**src/hw/rtl/elsh_pkg.sv**
```systemverilog
package elsh_pkg;

	localparam int DIM_DEF        = 128;
	localparam int NUM_FUNCS_DEF  = 8;
	localparam int NUM_TABLES_DEF = 8;

	localparam int S_TDATA_W = 56;
	localparam int M_TDATA_W = 64;
	localparam int CFG_W     = 24;
	localparam int WIN_W     = 24;
	localparam int TS_W      = 24;
	localparam int FUNCS_W   = 5;
	localparam int TAB_W     = 4;
	localparam int FN_W      = 4;
	localparam int CI_W      = 10;
	localparam int DATA_W    = 32;
	localparam int ACC_W     = 48;
	localparam int PROJ_W    = 16;
	localparam int COORD_W   = 16;
	localparam int OFF_W     = 24;
	localparam int MULT_W    = 31;
	localparam int HASH_W    = 32;
	localparam int DVD_W     = 49;
	localparam int DVS_W     = 24;

	localparam logic [WIN_W-1:0]   WINDOW_RST = 24'd16384;
	localparam logic [TS_W-1:0]    TS_RST     = 24'd1024;
	localparam logic [FUNCS_W-1:0] FUNCS_RST  = 5'd8;

	typedef enum logic [1:0] {
		REQ_COORD  = 2'd0,
		REQ_PROJ   = 2'd1,
		REQ_OFFSET = 2'd2,
		REQ_MULT   = 2'd3
	} req_kind_t;

	typedef enum logic [1:0] {
		CFG_WINDOW     = 2'd0,
		CFG_TABLE_SIZE = 2'd1,
		CFG_MODE       = 2'd2,
		CFG_FUNCS      = 2'd3
	} cfg_reg_t;

	typedef struct packed {
		logic             start;
		logic [DVD_W-1:0] dividend;
		logic [DVS_W-1:0] divisor;
	} div_req_t;

	typedef struct packed {
		logic             done;
		logic [DVD_W-1:0] quot;
		logic [DVS_W-1:0] rem;
	} div_rsp_t;

endpackage

```
**src/hw/rtl/elsh_div.sv**
```systemverilog
module elsh_div (
	input  logic               clk,
	input  logic               arst_n,
	input  elsh_pkg::div_req_t req,
	output elsh_pkg::div_rsp_t rsp
);
	import elsh_pkg::*;

	localparam int CNT_W = $clog2(DVD_W + 1);

	logic [DVS_W:0]   rem_q;
	logic [DVD_W-1:0] quo_q;
	logic [DVS_W-1:0] dvs_q;
	logic [CNT_W-1:0] cnt_q;
	logic             busy_q;
	logic             done_q;
	logic [DVS_W:0]   trial;
	logic             ge;

	// one restoring step per cycle, dividend bits enter msb first
	assign trial = {rem_q[DVS_W-1:0], quo_q[DVD_W-1]};
	assign ge    = trial >= {1'b0, dvs_q};

	always_ff @(posedge clk or negedge arst_n) begin
		if (!arst_n) begin
			busy_q <= 1'b0;
			done_q <= 1'b0;
			cnt_q  <= '0;
		end else begin
			done_q <= 1'b0;
			if (req.start) begin
				busy_q <= 1'b1;
				cnt_q  <= CNT_W'(DVD_W);
			end else if (busy_q) begin
				cnt_q <= cnt_q - 1'b1;
				if (cnt_q == CNT_W'(1)) begin
					busy_q <= 1'b0;
					done_q <= 1'b1;
				end
			end
		end
	end

	always_ff @(posedge clk) begin
		if (req.start) begin
			rem_q <= '0;
			quo_q <= req.dividend;
			dvs_q <= req.divisor;
		end else if (busy_q) begin
			rem_q <= ge ? (trial - {1'b0, dvs_q}) : trial;
			quo_q <= {quo_q[DVD_W-2:0], ge};
		end
	end

	assign rsp.done = done_q;
	assign rsp.quot = quo_q;
	assign rsp.rem  = rem_q[DVS_W-1:0];

endmodule

```
**config.mk**
```make
export PLATFORM = sky130hd
export DESIGN_NAME = elsh_div
export DESIGN_NICKNAME = d
export VERILOG_FILES = /design/src/hw/rtl/elsh_pkg.sv /design/src/hw/rtl/elsh_div.sv
export SDC_FILE = /design/constraint.sdc
export NUM_CORES = 1
export LEC_CHECK = 0
export ABC_AREA = 1
export BUFFER_PORTS_ARGS = -buffer_cell sky130_fd_sc_hd__buf_2
export CAP_MARGIN = 20
export CORE_UTILIZATION = 54
export DETAILED_ROUTE_END_ITERATION = 8
export PLACE_DENSITY = 0.8
export SLEW_MARGIN = 20
export SYNTH_ARGS = -nofsm -noshare
export SYNTH_HDL_FRONTEND = slang
export SYNTH_SLANG_ARGS = --single-unit
```
**constraint.sdc**
```tcl
create_clock -name clk -period 2.2 [get_ports clk]
set_clock_uncertainty 0.15 [all_clocks]
set_input_delay 0.22 -clock clk [delete_from_list [all_inputs] [get_ports clk]]
set_output_delay 0.22 -clock clk [all_outputs]
set_load 0.03 [all_outputs]
```
Word-level counts from Yosys, hierarchy flattened
Cells that the tools add are included.
{"block": "totals", "elab_cells": 22, "reg_bits": 105}
{"block": "op_classes", "mux": 11, "order_cmp": 1, "add_sub_neg": 2, "n_reduce_logical": 1, "n_eq_ne": 1}
{"operator": "49-bit 2-to-1 mux", "count": 2}
{"operator": "25-bit by 24-bit >= comparator with 1-bit output", "count": 1}
{"operator": "24-bit 2-to-1 mux", "count": 1}
{"operator": "24-bit subtractor", "count": 1}
{"operator": "6-bit 2-to-1 mux", "count": 2}
{"operator": "6-bit by 1-bit equality test with 1-bit output, second input constant", "count": 1}
{"operator": "1-bit 2-to-1 mux", "count": 6}
{"operator": "6-bit by 1-bit subtractor with 6-bit output, second input constant", "count": 1}
{"operator": "2-bit nonzero test", "count": 1}

Longest topological paths before layout
{"block": "depth", "word_depth": 4, "depth_mapped": 15, "mapped_depth_nobuf": 15}

Least setup slack after synthesis
OpenSTA, ideal clock, no wires.
{"block": "synth_timing", "kind": "reg2reg", "from": "register quo_q[48]", "to": "register rem_q[12]", "synth_period_minus_slack_ns": 2.263, "slack_ns": -0.063, "setup_ns": 0.114, "stages_incl_launch_ff": 16, "n_path_buf": 0, "arrival_time_ns": 1.999, "cell_sequence": "edfxtp_1 > inv_1 > ha_1 > fa_1 > inv_1 > nand3_1 > nand3_1 > nand2_1 > nand3_1 > nand2_1 > nand2_1 > nand2_1 > nand2_1 > nand2_1 > nand3_1 > nand2_1"}
{"block": "synth_between", "elab_chain_len": 2}
{"element": "start: declaration", "line_no": "elsh_div.sv:12", "rtl": "logic [DVD_W-1:0] quo_q;"}
{"element": "start signal: assignment", "line_no": "elsh_div.sv:47", "rtl": "quo_q <= req.dividend;"}
{"element": "start signal: assignment", "line_no": "elsh_div.sv:51", "rtl": "quo_q <= {quo_q[DVD_W-2:0], ge};"}
{"element": "24-bit subtractor / 25-bit by 24-bit >= comparator with 1-bit output (equally long branches)", "line_no": "elsh_div.sv:50, elsh_div.sv:22"}
{"element": "24-bit 2-to-1 mux (*)", "line_no": "elsh_div.sv:50", "rtl": "rem_q <= ge ? (trial - {1'b0, dvs_q}) : trial;"}
{"element": "end signal: assignment", "line_no": "elsh_div.sv:50"}
{"element": "end: declaration", "line_no": "elsh_div.sv:11", "rtl": "logic [DVS_W:0] rem_q;"}
Every way passes the cells marked *; elsewhere a longest branch is shown, timed or not.
A chain may end at the register's enable or synchronous reset.

Worst setup path after layout
{"block": "layout_timing", "from": "register dvs_q[23]", "to": "register rem_q[2]"}
{"block": "layout_between", "elab_chain_len": 2}
{"element": "start: declaration", "line_no": "elsh_div.sv:13", "rtl": "logic [DVS_W-1:0] dvs_q;"}
{"element": "start signal: assignment", "line_no": "elsh_div.sv:48", "rtl": "dvs_q <= req.divisor;"}
{"element": "25-bit by 24-bit >= comparator with 1-bit output", "line_no": "elsh_div.sv:22", "rtl": "assign ge = trial >= {1'b0, dvs_q};"}
{"element": "24-bit 2-to-1 mux", "line_no": "elsh_div.sv:50"}
No other way between the ends.

==> results.json <==
{
  "synth_fp_nets": 954,
  "grt_pass1_vias": 6134,
  "fin_crit_sh_pct": 97.50,
  "ys_ff_latch": 105,
  "hold_path_class": "primary input to flop",
  "dieWidth_um": 109.6,
  "synthCells": 851,
  "fillCellCount": 706,
  "ios": 150,
  "synth_edf_count": 73,
  "powerDensity_nw_per_um2": 1148,
  "grt_busiest_layer": "met2",
  "fin_area_sq_um": 8822,
  "clock-sinks": 105,
  "multiInputGateArea_sq_um": 3217,
  "worstPathArrival_ps": 2250,
  "firstDrtPassIters": 6,
  "critPathRequiredTime_ps": 2300,
  "endpoint": "rem_q[2]",
  "place_area_sq_um": 7271,
  "clock_latency_ps": 360,
  "criticalPathCategory": "flop to flop",
  "grt.met2_usage_pct": 55.44,
  "clk_path_buf_depth": 2,
  "slew_viol_final": 0,
  "routed_wl_mm": 19.79,
  "viasPerCell": 5.337,
  "ys_types": 31,
  "vdd_drop_max_mv": 0.7472,
  "setup_viol": 0,
  "grt_pass1_wl_mm": 28.72,
  "track_usage_pct": 31.66,
  "synth_warnings": 0,
  "use_met1_pct": 37.68,
  "status": "finished, final reports clean",
  "clock_tree.root_cell": "clkbuf_16",
  "whs_ps": 1.180,
  "tritoncts": "yes",
  "cp-end-kind": "flop",
  "timing.fmax_mhz": 466.2,
  "htreeDepth": 3,
  "rows": 38,
  "worstMarginPinSlew_ps": 450.2,
  "fp.dieH_um": 109.6,
  "regArea_sq_um": 2879,
  "fin_nets": 1191,
  "synth-async-reset-ratio_pct": 7.619,
  "grt_overflow": 0,
  "numCtsBuffers": 9,
  "ys.flop_type": "edfxtp_1",
  "slew_headroom_pct": 69.99,
  "r2r_start": "dvs_q[23]",
  "synth-seq-area-share_pct": 45.98,
  "period_needed_ps": 2145,
  "hold_viol_final": 0,
  "hpwl_mm": 11.63,
  "use_met3_pct": 6.224,
  "post_drt_wl_per_cell_um": 16.05,
  "die-area_sq_um": 12010,
  "critPathMaxFanout": 6,
  "vias": 6580,
  "cp-start-kind": "flop",
  "portBuffers": 149,
  "avgSynthCellArea_sq_um": 7.343,
  "dr.first_iter.drc_count": 529,
  "ant_nets": 0,
  "coreArea_sq_um": 11080,
  "drc": 0,
  "rr_endpoint": "rem_q[2]",
  "power_w": 0.01012,
  "clk_pin_slew_ps": 80,
  "areaGrowthSynthToFinish_pct": 41.19,
  "antennaDiodeCount": 0,
  "grt_max_degree": 47,
  "r2r_setup_slack_ps": 60,
  "maxCapViolCount": 0,
  "gp_congestion": 0.9187,
  "r2r_cells": 13,
  "antenna_found_initial": 0,
  "p_leak_nw": 4.612,
  "cp-startpoint": "dvs_q[23]",
  "drive_gt1_share_pct": 26.17,
  "synth_area_sq_um": 6248,
  "initial_core_util_pct": 56.40,
  "hp-start": "req[24]"
}
-- cell type report --
cell class / instances / share of cell area [%]
inverters: 137 / 5.829
clock buffers: 12 / 2.680
clock inverters: 4 / 0.6240
well taps: 140 / 1.986
multi-input cells: 588 / 36.46
flip-flops and latches: 105 / 32.63
repair buffers: 247 / 19.78
-- worst min path at each step --
| stage | to | slack, ps | cells after the start |
|---|---|---|---|
| CTS | quo_q[25] | 0.09 | 3 |
| floorplan | busy_q | -230 | 0 |
| finish | quo_q[0] | 1 | 3 |
| global placement | done_q | -80 | 1 |
| global route | quo_q[0] | 10 | 3 |
| detailed placement | cnt_q[0] | -80 | 1 |
-- per-layer routing --
metal | share of wire, % | vias to the layer above
met5 | 0 | -
met4 | 3.5 | 0
met3 | 8.7 | 64
met2 | 50 | 398
met1 | 38 | 2978
li1 | - | 3140
-- cells in the mapped netlist, types with 6 or more instances --
library cell  number  area (sq um)
a21oi_1           14         70.07
buf_2              6         30.03
clkbuf_1          15         56.30
dfrtp_1            8         200.2
dfxtp_1           24         480.5
edfxtp_1          73          2192
ha_1              26         325.3
inv_1            131         491.7
nand2_1          401          1505
nand3_1           48         240.2
nand3b_1           7         52.55
nand4_1           30         187.7
nor2_1            30         112.6
xnor2_1            8         70.07
-- cell families after synthesis --
logic type	synth area share (%)
buf+inv	10.09
compound gates	1.923
xor+xnor	1.262
fa+ha+maj	5.527
flops	45.98
simple gates	35.22
-- metrics by stage --
step           setup TNS [ps]  instances  util [%]  setup WS [ps]
4_1_cts                -126.4       1220     73.96         -21.68
5_1_grt                -230.9       1233     79.64         -33.15
3_5_place_dp           -42.78       1141     65.63         -42.78
6_report                    0       1233     79.64          55.00
2_1_floorplan               0        851         -          1.381
3_3_place_gp           -91.30       1141     65.63         -38.43
-- registers in the layout, indices dropped and copies added (netlist names) --
name,cells
busy_q,1
cnt_q,6
done_q,1
dvs_q,24
quo_q,49
rem_q,24
-- cell usage in the layout (no fill, tap or decap), drive strengths merged, types with 14 or more instances in the layout --
cell	Yosys	layout
a21oi	15	15
buf	9	183
clkbuf	15	14
dfxtp	24	24
dlygate4sd3	0	62
edfxtp	73	73
ha	26	26
inv	135	136
nand2	402	402
nand3	49	52
nand4	31	31
nor2	33	33
-- power by group --
| group | internal [W] | switching [W] | total [W] | leakage (nW) |
|---|---|---|---|---|
| registers | 0.00249 | 0.000371 | 0.00286 | 1.07 |
| logic | 0.00222 | 0.00338 | 0.00561 | 3.41 |
| clock network | 0.000892 | 0.000759 | 0.00165 | 0.137 |
-- repair_timing --
item,4_1_cts,5_1_grt
hold buffers,62,0
endpoints found under the setup margin,3,25
endpoints found under the hold margin,69,0
gates cloned,1,4
pin swaps,1,13
buffers inserted,0,9
gates resized for setup,0,88
-- critical path, stage by stage, from the launching register on --
cell and delay, ps:
edfxtp_1 340, inv_1 60, ha_4 280, inv_1 70, nor3_2 240, nand2_2 140, inv_2 100, a21oi_4 70
buf_12 140, buf_12 120, nand3_4 130, nand2_1 80, nand3_1 80, nand2_1 50
Note: power is estimated with default switching activity, not from simulation.
